`config.mk`:
```
export PLATFORM = sky130hd
export DESIGN_NAME = radix_number_to_ascii_top
export DESIGN_NICKNAME = d
export VERILOG_FILES = /design/src/sv/rna_pkg.sv /design/src/sv/rna_cell.sv /design/src/sv/radix_number_to_ascii_top.sv
export SDC_FILE = /design/constraint.sdc
export NUM_CORES = 2
export LEC_CHECK = 0
export BUFFER_PORTS_ARGS = -buffer_cell sky130_fd_sc_hd__buf_2
export CAP_MARGIN = 20
export CORE_MARGIN = 1.5
export CORE_UTILIZATION = 40
export CTS_CLUSTER_DIAMETER = 120
export DETAILED_ROUTE_END_ITERATION = 16
export GPL_ROUTABILITY_DRIVEN = 0
export HOLD_SLACK_MARGIN = 0.03
export PLACE_DENSITY = 0.64
export SLEW_MARGIN = 30
export SYNTH_ARGS = -nofsm -noshare
export SYNTH_HDL_FRONTEND = slang
export SYNTH_SLANG_ARGS = --single-unit
```
`constraint.sdc`:
```
create_clock -name clk -period 6.1 [get_ports clk]
set_input_delay 0.915 -clock clk [delete_from_list [all_inputs] [get_ports clk]]
set_output_delay 0.915 -clock clk [all_outputs]
set_load 0.05 [all_outputs]
```
`src/sv/rna_pkg.sv`:
```
// ----------------------------------------------------------------------------
// rna_pkg: shared types and constants for the radix number to ASCII block
// Field widths, radix bounds, character codes and the cell control bundle.
// ----------------------------------------------------------------------------
package rna_pkg;

  localparam int VALUE_W = 64;
  localparam int RADIX_W = 8;
  localparam int DIGIT_W = 6;
  localparam int CHAR_W  = 8;

  localparam logic [RADIX_W-1:0] RADIX_MIN = 8'd2;
  localparam logic [RADIX_W-1:0] RADIX_MAX = 8'd36;

  localparam logic [CHAR_W-1:0] ASCII_ZERO     = 8'h30;
  localparam logic [CHAR_W-1:0] ASCII_UPPER_A  = 8'h41;
  localparam logic [CHAR_W-1:0] DECIMAL_DIGITS = 8'd10;
  localparam logic [CHAR_W-1:0] BAD_CHAR       = 8'h00;

  // broadcast to every digit cell
  typedef struct packed {
    logic clr;    // start of a new number: digits and tokens cleared
    logic shift;  // digits move one cell towards the top
  } cell_ctrl_t;

  function automatic logic [CHAR_W-1:0] digit_to_ascii(input logic [DIGIT_W-1:0] d);
    logic [CHAR_W-1:0] dw;
    dw = {{(CHAR_W-DIGIT_W){1'b0}}, d};
    if (dw < DECIMAL_DIGITS) begin
      return ASCII_ZERO + dw;
    end
    return ASCII_UPPER_A - DECIMAL_DIGITS + dw;
  endfunction

endpackage

```
`src/sv/rna_cell.sv`:
```
// ----------------------------------------------------------------------------
// rna_cell: one digit of the radix conversion chain
// Holds one radix digit. A bit arriving from the cell below doubles the digit
// and adds the bit; the carry is registered and goes on to the cell above in the next cycle.
// ----------------------------------------------------------------------------
module rna_cell (
  input  logic                           clk,
  input  logic                           rst_n,
  input  rna_pkg::cell_ctrl_t            ctrl,
  input  logic [rna_pkg::RADIX_W-1:0]    radix,
  input  logic                           tok_in,
  input  logic                           carry_in,
  input  logic [rna_pkg::DIGIT_W-1:0]    digit_in,
  output logic                           tok_out,
  output logic                           carry_out,
  output logic [rna_pkg::DIGIT_W-1:0]    digit_out
);
  import rna_pkg::*;

  logic [DIGIT_W-1:0] digit_r, digit_nxt;
  logic               tok_r;
  logic               carry_r, carry_nxt;
  logic [RADIX_W-1:0] dbl;
  logic [RADIX_W-1:0] diff;

  // digit < radix <= 36, so 2*digit+1 < 2*radix and one subtract suffices
  assign dbl       = {{(RADIX_W-DIGIT_W-1){1'b0}}, digit_r, carry_in};
  assign diff      = dbl - radix;
  assign carry_nxt = (dbl >= radix);
  assign digit_nxt = carry_nxt ? diff[DIGIT_W-1:0] : dbl[DIGIT_W-1:0];

  always_ff @(posedge clk) begin
    if (!rst_n) begin
      tok_r <= 1'b0;
    end else begin
      tok_r <= ctrl.clr ? 1'b0 : tok_in;
    end
  end

  always_ff @(posedge clk) begin
    carry_r <= carry_nxt;
    if (ctrl.clr) begin
      digit_r <= '0;
    end else if (ctrl.shift) begin
      digit_r <= digit_in;
    end else if (tok_in) begin
      digit_r <= digit_nxt;
    end
  end

  assign tok_out   = tok_r;
  assign carry_out = carry_r;
  assign digit_out = digit_r;

endmodule

```
`src/sv/radix_number_to_ascii_top.sv`:
```
// ----------------------------------------------------------------------------
// radix_number_to_ascii_top: unsigned 64-bit integer to ASCII digits
// Systolic binary-to-radix conversion on a row of digit cells, then the
// digits are shifted out of the top cell, most significant first.
// ----------------------------------------------------------------------------
// Usage:
//   Input channel (in_valid/in_stall) carries in_value and in_radix. One
//   number is worked on at a time; in_stall is high during reset and from
//   acceptance until the last character has been loaded into the output
//   register.
//   Output channel (out_valid/out_stall) gives one transaction per
//   character: out_digit_char, out_last_digit on the final one, and
//   out_bad_radix (with a zero character, single transaction) when the
//   radix is outside 2..36.
//   Steps per number: accept, then conversion while the value's 64 bits
//   ripple up the cell row (the top cell is reached last), then the
//   digits are shifted out of the top cell, leading zeros dropped
//   without using the output. A bad radix skips the conversion.
//   A stalled receiver holds the output register and freezes the shifting of
//   digits to the output; leading zeros are still dropped. Synchronous reset
//   clears the controller, the output valid and the cell tokens; no result is pending after reset.
// ----------------------------------------------------------------------------
module radix_number_to_ascii_top #(
  parameter int DIGIT_LIMIT = 64
) (
  input  logic                          clk,
  input  logic                          rst_n,
  input  logic                          in_valid,
  output logic                          in_stall,
  input  logic [rna_pkg::VALUE_W-1:0]   in_value,
  input  logic [rna_pkg::RADIX_W-1:0]   in_radix,
  output logic                          out_valid,
  input  logic                          out_stall,
  output logic [rna_pkg::CHAR_W-1:0]    out_digit_char,
  output logic                          out_last_digit,
  output logic                          out_bad_radix
);
  import rna_pkg::*;

  localparam int CONV_CYCLES = VALUE_W + DIGIT_LIMIT - 1;
  localparam int CW          = $clog2(CONV_CYCLES + 1);
  localparam int RW          = $clog2(DIGIT_LIMIT + 1);

  typedef enum logic [1:0] {ST_IDLE, ST_CONV, ST_EMIT, ST_BAD} state_t;

  state_t              state_r;
  logic [VALUE_W-1:0]  value_r;
  logic [RADIX_W-1:0]  radix_r;
  logic [CW-1:0]       cnt_r;
  logic [RW-1:0]       rem_r;
  logic                started_r;
  logic                out_valid_r;
  logic [CHAR_W-1:0]   out_char_r;
  logic                out_last_r;
  logic                out_bad_r;

  logic                accept;
  logic                radix_bad;
  logic                can_load;
  logic                skip;
  logic                emit;
  logic                bad_emit;
  cell_ctrl_t          ctrl;
  logic [DIGIT_W-1:0]  top_digit;

  logic                tok_w   [DIGIT_LIMIT+1];
  logic                carry_w [DIGIT_LIMIT];
  logic [DIGIT_W-1:0]  digit_w [DIGIT_LIMIT+1];

  assign accept    = in_valid && (state_r == ST_IDLE);
  assign radix_bad = (in_radix < RADIX_MIN) || (in_radix > RADIX_MAX);
  assign can_load  = !out_valid_r || !out_stall;
  assign top_digit = digit_w[DIGIT_LIMIT];
  assign skip      = (state_r == ST_EMIT) && !started_r && (top_digit == '0) &&
                     (rem_r != RW'(1));
  assign emit      = (state_r == ST_EMIT) && !skip && can_load;
  assign bad_emit  = (state_r == ST_BAD) && can_load;

  assign ctrl.clr   = accept;
  assign ctrl.shift = skip || emit;

  // MSB of the value enters the bottom cell first
  assign tok_w[0]   = (state_r == ST_CONV) && (cnt_r < CW'(VALUE_W));
  assign carry_w[0] = value_r[VALUE_W-1];
  assign digit_w[0] = '0;

  for (genvar k = 0; k < DIGIT_LIMIT; k++) begin : g_cell
    if (k < DIGIT_LIMIT - 1) begin : g_mid
      rna_cell u_cell (
        .clk       (clk),
        .rst_n     (rst_n),
        .ctrl      (ctrl),
        .radix     (radix_r),
        .tok_in    (tok_w[k]),
        .carry_in  (carry_w[k]),
        .digit_in  (digit_w[k]),
        .tok_out   (tok_w[k+1]),
        .carry_out (carry_w[k+1]),
        .digit_out (digit_w[k+1])
      );
    end else begin : g_top
      // carry out of the top digit is the part above radix^DIGIT_LIMIT: dropped
      rna_cell u_cell (
        .clk       (clk),
        .rst_n     (rst_n),
        .ctrl      (ctrl),
        .radix     (radix_r),
        .tok_in    (tok_w[k]),
        .carry_in  (carry_w[k]),
        .digit_in  (digit_w[k]),
        .tok_out   (tok_w[k+1]),
        .carry_out (),
        .digit_out (digit_w[k+1])
      );
    end
  end

  always_ff @(posedge clk) begin
    if (!rst_n) begin
      state_r     <= ST_IDLE;
      out_valid_r <= 1'b0;
      cnt_r       <= '0;
      rem_r       <= '0;
      started_r   <= 1'b0;
    end else begin
      case (state_r)
        ST_IDLE: begin
          if (accept) begin
            value_r   <= in_value;
            radix_r   <= in_radix;
            cnt_r     <= '0;
            rem_r     <= RW'(DIGIT_LIMIT);
            started_r <= 1'b0;
            state_r   <= radix_bad ? ST_BAD : ST_CONV;
          end
        end
        ST_CONV: begin
          value_r <= value_r << 1;
          cnt_r   <= cnt_r + CW'(1);
          if (cnt_r == CW'(CONV_CYCLES - 1)) begin
            state_r <= ST_EMIT;
          end
        end
        ST_EMIT: begin
          if (skip || emit) begin
            rem_r <= rem_r - RW'(1);
          end
          if (emit) begin
            started_r <= 1'b1;
            if (rem_r == RW'(1)) begin
              state_r <= ST_IDLE;
            end
          end
        end
        ST_BAD: begin
          if (bad_emit) begin
            state_r <= ST_IDLE;
          end
        end
        default: state_r <= ST_IDLE;
      endcase

      if (emit) begin
        out_valid_r <= 1'b1;
        out_char_r  <= digit_to_ascii(top_digit);
        out_last_r  <= (rem_r == RW'(1));
        out_bad_r   <= 1'b0;
      end else if (bad_emit) begin
        out_valid_r <= 1'b1;
        out_char_r  <= BAD_CHAR;
        out_last_r  <= 1'b1;
        out_bad_r   <= 1'b1;
      end else if (out_valid_r && !out_stall) begin
        out_valid_r <= 1'b0;
      end
    end
  end

  assign in_stall       = !rst_n || (state_r != ST_IDLE);
  assign out_valid      = out_valid_r;
  assign out_digit_char = out_char_r;
  assign out_last_digit = out_last_r;
  assign out_bad_radix  = out_bad_r;

`ifndef SYNTHESIS
  a_tok_only_conv: assert property (@(posedge clk) disable iff (!rst_n)
    tok_w[DIGIT_LIMIT] |-> (state_r == ST_CONV) || (state_r == ST_EMIT))
    else $error("conversion token left the cell row outside conversion");

  a_emit_rem: assert property (@(posedge clk) disable iff (!rst_n)
    (state_r == ST_EMIT) |-> (rem_r != '0))
    else $error("emission running with no digits left");

  a_last_idle: assert property (@(posedge clk) disable iff (!rst_n)
    (emit && (rem_r == RW'(1))) |=> (state_r == ST_IDLE) && out_valid_r && out_last_r)
    else $error("final character not marked or controller not idle");

  a_bad_result: assert property (@(posedge clk) disable iff (!rst_n)
    bad_emit |=> out_valid_r && out_bad_r && out_last_r && (out_char_r == BAD_CHAR))
    else $error("bad radix transaction malformed");

  a_digit_ok: assert property (@(posedge clk) disable iff (!rst_n)
    emit |=> !out_bad_r)
    else $error("digit transaction flagged as bad radix");
`endif

endmodule
```
==> impl_results.html <==
<table>
<tr><th>Metric</th><th>Value</th></tr>
<tr><th colspan="2">Status</th></tr>
<tr><td>Result of the run</td><td>completed</td></tr>
<tr><th colspan="2">Worst setup path</th></tr>
<tr><td>Type of element capturing the critical path</td><td>register</td></tr>
<tr><td>Worst path cell trace</td><td>inv_4, buf_4, ha_1, and4_1, and2_4, a211oi_4, mux2i_1, a21oi_1, a21o_1</td></tr>
<tr><td>Critical path's slowest cell</td><td>sky130_fd_sc_hd__inv_4</td></tr>
<tr><td>Crit Path Class</td><td>reg2reg</td></tr>
<tr><td>Required time of the critical path</td><td>6.64 ns</td></tr>
<tr><td>Maximum fanout along the worst path</td><td>43</td></tr>
<tr><td>Longest individual stage delay on the worst path</td><td>0.66 ns</td></tr>
<tr><td>Crit start category</td><td>register</td></tr>
<tr><td>Data arrival, critical path</td><td>4.04 ns</td></tr>
<tr><th colspan="2">Worst hold path</th></tr>
<tr><td>Worst min-delay path class</td><td>in2reg</td></tr>
<tr><th colspan="2">Logic synthesis</th></tr>
<tr><td>Cell area after synthesis</td><td>45400 um2</td></tr>
<tr><td>Most instantiated cells after synthesis</td><td>sky130_fd_sc_hd__a21oi_1 (547), sky130_fd_sc_hd__dfxtp_1 (528), sky130_fd_sc_hd__ha_1 (455), sky130_fd_sc_hd__nor2_1 (402), sky130_fd_sc_hd__nand2_1 (343)</td></tr>
<tr><td>Synth Flop Type</td><td>sky130_fd_sc_hd__dfxtp_1</td></tr>
<tr><td>Cell type contributing the most total cell area after synthesis</td><td>sky130_fd_sc_hd__dfxtp_1</td></tr>
<tr><td>Average size of a mapped cell</td><td>8.46 um2</td></tr>
<tr><td>Proportion of netlist area held by the largest area contributor</td><td>23.3%</td></tr>
<tr><td>Library cell with the highest instance count after synthesis</td><td>sky130_fd_sc_hd__a21oi_1</td></tr>
<tr><td>Mapped Cells</td><td>5369</td></tr>
<tr><td>Syn Nets</td><td>~6000</td></tr>
<tr><td>Number of synthesized register bits</td><td>between 600 and 700</td></tr>
<tr><td>Warning count from the yosys run</td><td>0</td></tr>
<tr><td>Post-synthesis sequential area ratio</td><td>28.6%</td></tr>
<tr><td>Post-synth ARST share</td><td>0%</td></tr>
<tr><td>Number of distinct library cell variants in the gate-level netlist after synthesis</td><td>66</td></tr>
<tr><td>Leading cell types by total area after synthesis</td><td>sky130_fd_sc_hd__dfxtp_1 (23%), sky130_fd_sc_hd__ha_1 (13%), sky130_fd_sc_hd__a21oi_1 (6.0%), sky130_fd_sc_hd__edfxtp_1 (5.4%), sky130_fd_sc_hd__mux2i_1 (5.2%)</td></tr>
<tr><td>Number of synthesized flops with an enable pin</td><td>81</td></tr>
<tr><th colspan="2">Pwr</th></tr>
<tr><td>Total power per unit cell area</td><td>346 nW/um2</td></tr>
<tr><td>Overall power of the completed layout</td><td>0.0173 W</td></tr>
<tr><td>Leakage power summed over all cells</td><td>22.3 nW</td></tr>
<tr><td>IR drop worst, VDD</td><td>0.260 mV</td></tr>
<tr><th colspan="2">Clock network</th></tr>
<tr><td>CTS hold repair buffers</td><td>0</td></tr>
<tr><td>CTS Root Cell</td><td>sky130_fd_sc_hd__clkbuf_16</td></tr>
<tr><td>Count of buffers added by post-CTS timing repair for setup</td><td>0</td></tr>
<tr><td>Clock buffer count from CTS</td><td>76</td></tr>
<tr><td>Number of H-tree levels</td><td>3</td></tr>
<tr><td>Insertion delay of the later-clocked pin in the worst-skew pair</td><td>0.64 ns</td></tr>
<tr><td>CTS Sinks</td><td>609</td></tr>
<tr><td>Buffers from clock root to sink, at most</td><td>3</td></tr>
<tr><td>CTS tree</td><td>built</td></tr>
<tr><td>Post-cts sizing count</td><td>0</td></tr>
<tr><td>Clock transition time at the flip-flop clock pins of the worst setup and hold paths</td><td>0.06 ns</td></tr>
<tr><th colspan="2">STA</th></tr>
<tr><td>Setup TNS</td><td>0 ns</td></tr>
<tr><td>Setup repair after global routing missed its margin</td><td>no</td></tr>
<tr><td>Hold violation total from the final report</td><td>0</td></tr>
<tr><td>Slew @ Worst Pin</td><td>1.05 ns</td></tr>
<tr><td>Final critical-path share of the clock period</td><td>57.4%</td></tr>
<tr><td>Final worst path period need</td><td>3.50 ns</td></tr>
<tr><td>Timing-limited maximum frequency</td><td>285 MHz</td></tr>
<tr><td>Worst hold margin</td><td>0.477 ns</td></tr>
<tr><td>Worst Clk Skew</td><td>0.0285 ns</td></tr>
<tr><td>Slew headroom</td><td>30.0%</td></tr>
<tr><td>Max Slew Vio Count</td><td>0</td></tr>
<tr><td>Number of failing setup endpoints in the final timing report</td><td>0</td></tr>
<tr><th colspan="2">Global route</th></tr>
<tr><td>Number of antenna violations at the first check in global routing</td><td>4</td></tr>
<tr><td>Pin count of the biggest net entering global routing</td><td>140</td></tr>
<tr><td>Total gr overflow</td><td>0</td></tr>
<tr><td>First-pass GRT wire length</td><td>around 200000 um</td></tr>
<tr><td>Number of global-route vias before repair</td><td>just under 40000</td></tr>
<tr><td>GRT Overall Usage</td><td>between 20% and 30%</td></tr>
<tr><th colspan="2">Die</th></tr>
<tr><td>Number of top-level design ports</td><td>88</td></tr>
<tr><td>Die outline width</td><td>approximately 340 um</td></tr>
<tr><td>Placeable core area</td><td>112000 um2</td></tr>
<tr><td>Chip height</td><td>approximately 340 um</td></tr>
<tr><td>Full die area</td><td>around 120000 um2</td></tr>
<tr><td>Number of placement rows</td><td>123</td></tr>
<tr><td>Initial cell density of the core</td><td>40.4%</td></tr>
<tr><th colspan="2">Routing</th></tr>
<tr><td>Routed Antenna Nets</td><td>0</td></tr>
<tr><td>Via count</td><td>39974</td></tr>
<tr><td>Initial drt markers</td><td>2451</td></tr>
<tr><td>Number of vias per cell</td><td>5.83</td></tr>
<tr><td>Wire length per cell after detailed routing</td><td>approximately 18 um</td></tr>
<tr><td>DRC violations left</td><td>0</td></tr>
<tr><td>Drt first pass iters</td><td>7</td></tr>
<tr><td>Final wirelength</td><td>122000 um</td></tr>
<tr><th colspan="2">Placed design</th></tr>
<tr><td>Cell area reported after detailed placement</td><td>47400 um2</td></tr>
<tr><td>DP HPWL</td><td>78000 um</td></tr>
<tr><td>Buffers added on ports</td><td>86</td></tr>
<tr><td>Placed insts</td><td>~6700</td></tr>
<tr><th colspan="2">Finish</th></tr>
<tr><td>Area delta synth-&gt;final</td><td>10.1%</td></tr>
<tr><td>Final net count</td><td>5890</td></tr>
<tr><td>Filler Cells Inserted</td><td>10870</td></tr>
<tr><td>Post-route standard cell area excluding fillers</td><td>50000 um2</td></tr>
<tr><td>Fraction of layout cells with a size suffix above 1</td><td>around 7.1%</td></tr>
<tr><td>Final instance count without filler cells</td><td>6857</td></tr>
<tr><th colspan="2">Flow run</th></tr>
<tr><td>Total of max-cap violations</td><td>0</td></tr>
</table>
critical path: cells and delay by family, from the launching register on:
| kind | cells | cell delay [ns] |
|---|---|---|
| AND/OR/NAND/NOR | 2 | 0.38 |
| AO/OA/AOI/OAI | 3 | 0.71 |
| flip-flops | 1 | 0.41 |
| multiplexers | 1 | 0.27 |
| buffers and inverters | 2 | 1.20 |
| adder cells (fa/ha/maj) | 1 | 0.38 |
metal layers:
| layer | wire [um] | global-route usage [%] |
|---|---|---|
| met1 | 57600 | 27.4 |
| met2 | 55600 | 34.2 |
| met3 | 5850 | 3.33 |
| met4 | 3060 | 6.03 |
| met5 | 23 | 0 |
sequential cells by signal, indices dropped and copies added, names as in the netlist:
| register | count |
|---|---|
| out_bad_radix | 1 |
| g_cell.g_mid.u_cell.tok_out | 63 |
| g_cell.g_mid.u_cell.carry_out | 63 |
| started_r | 1 |
| out_valid | 1 |
| state_r | 2 |
| g_cell.g_top.u_cell.digit_out | 6 |
| cnt_r | 7 |
| rem_r | 7 |
| out_digit_char | 7 |
| value_r | 64 |
| out_last_digit | 1 |
| g_cell.g_mid.u_cell.digit_out | 378 |
| radix_r | 8 |
path summary, 6_finish.rpt:
path | start | to | slack [ns] | cells after the start
min | in_radix[2] | radix_r[2]$_DFFE_PP_ | 0.48 | 1
max reg2reg | radix_r[2]$_DFFE_PP_ | g_cell[19].g_mid.u_cell.digit_out[3]$_SDFFE_PP0P_ | 2.60 | 9
max | radix_r[2]$_DFFE_PP_ | g_cell[19].g_mid.u_cell.digit_out[3]$_SDFFE_PP0P_ | 2.60 | 9
min reg2reg | rem_r[1]$_SDFFE_PN0P_ | rem_r[1]$_SDFFE_PN0P_ | 0.49 | 2
area by class of cell:
class / instances / area [um2] / area share (%)
Tap cell: 1500 / 1880 / 3.75
Inverter: 255 / 975 / 1.95
Clock inverter: 27 / 303 / 0.605
Timing Repair Buffer: 124 / 806 / 1.61
Multi-Input combinational cell: 4229 / 30800 / 61.5
Clock buffer: 112 / 2270 / 4.54
Antenna cell: 1 / 2.50 / 0.00500
Sequential cell: 609 / 13000 / 26.0
through the flow:
| stage | setup WS [ns] | util [%] |
|---|---|---|
| 2_1_floorplan | -0.424 | - |
| 3_3_place_gp | 2.62 | 42.1 |
| 3_5_place_dp | 2.61 | 42.1 |
| 4_1_cts | 2.60 | 44.4 |
| 5_1_grt | 2.37 | 44.4 |
| 6_report | 2.60 | 44.5 |
power breakdown:
part | total, W | internal, W | switching [W]
registers | 0.00546 | 0.00479 | 0.000666
logic | 0.00719 | 0.00266 | 0.00453
clock network | 0.00467 | 0.00280 | 0.00187
total | 0.0173 | 0.0103 | 0.00707
cells by family after synthesis:
logic type                 Yosys count  synth area share (%)
AOI/OAI and AO/OA                 1824                  25.6
xor gates and xnor gates           138                  2.66
adders and majority gates          519                  15.4
buffers and inverters              531                  4.63
DFF                                609                  28.6
muxes                              252                  5.60
other                                1               0.00826
and+or+nand+nor                   1495                  17.5
placed cells by master (no fill, tap or decap), types with 39 or more instances in the layout:
master	n
sky130_fd_sc_hd__a211o_1	51
sky130_fd_sc_hd__a211oi_1	66
sky130_fd_sc_hd__a21o_1	136
sky130_fd_sc_hd__a21oi_1	545
sky130_fd_sc_hd__a31oi_1	160
sky130_fd_sc_hd__and3_1	90
sky130_fd_sc_hd__and4_1	39
sky130_fd_sc_hd__buf_2	85
sky130_fd_sc_hd__clkbuf_16	80
sky130_fd_sc_hd__dfxtp_1	528
sky130_fd_sc_hd__edfxtp_1	81
sky130_fd_sc_hd__fa_1	64
sky130_fd_sc_hd__ha_1	455
sky130_fd_sc_hd__inv_1	224
sky130_fd_sc_hd__mux2i_1	235
sky130_fd_sc_hd__nand2_1	342
sky130_fd_sc_hd__nand2b_1	188
sky130_fd_sc_hd__nand4_1	92
sky130_fd_sc_hd__nor2_1	401
sky130_fd_sc_hd__nor2b_1	40
sky130_fd_sc_hd__nor3_1	68
sky130_fd_sc_hd__nor3b_1	61
sky130_fd_sc_hd__o211a_1	45
sky130_fd_sc_hd__o211ai_1	233
sky130_fd_sc_hd__o21a_1	40
sky130_fd_sc_hd__o21ai_0	312
sky130_fd_sc_hd__o22ai_1	60
sky130_fd_sc_hd__xnor2_1	70
sky130_fd_sc_hd__xor2_1	68
No activity file was read; power rests on OpenSTA's default activity.
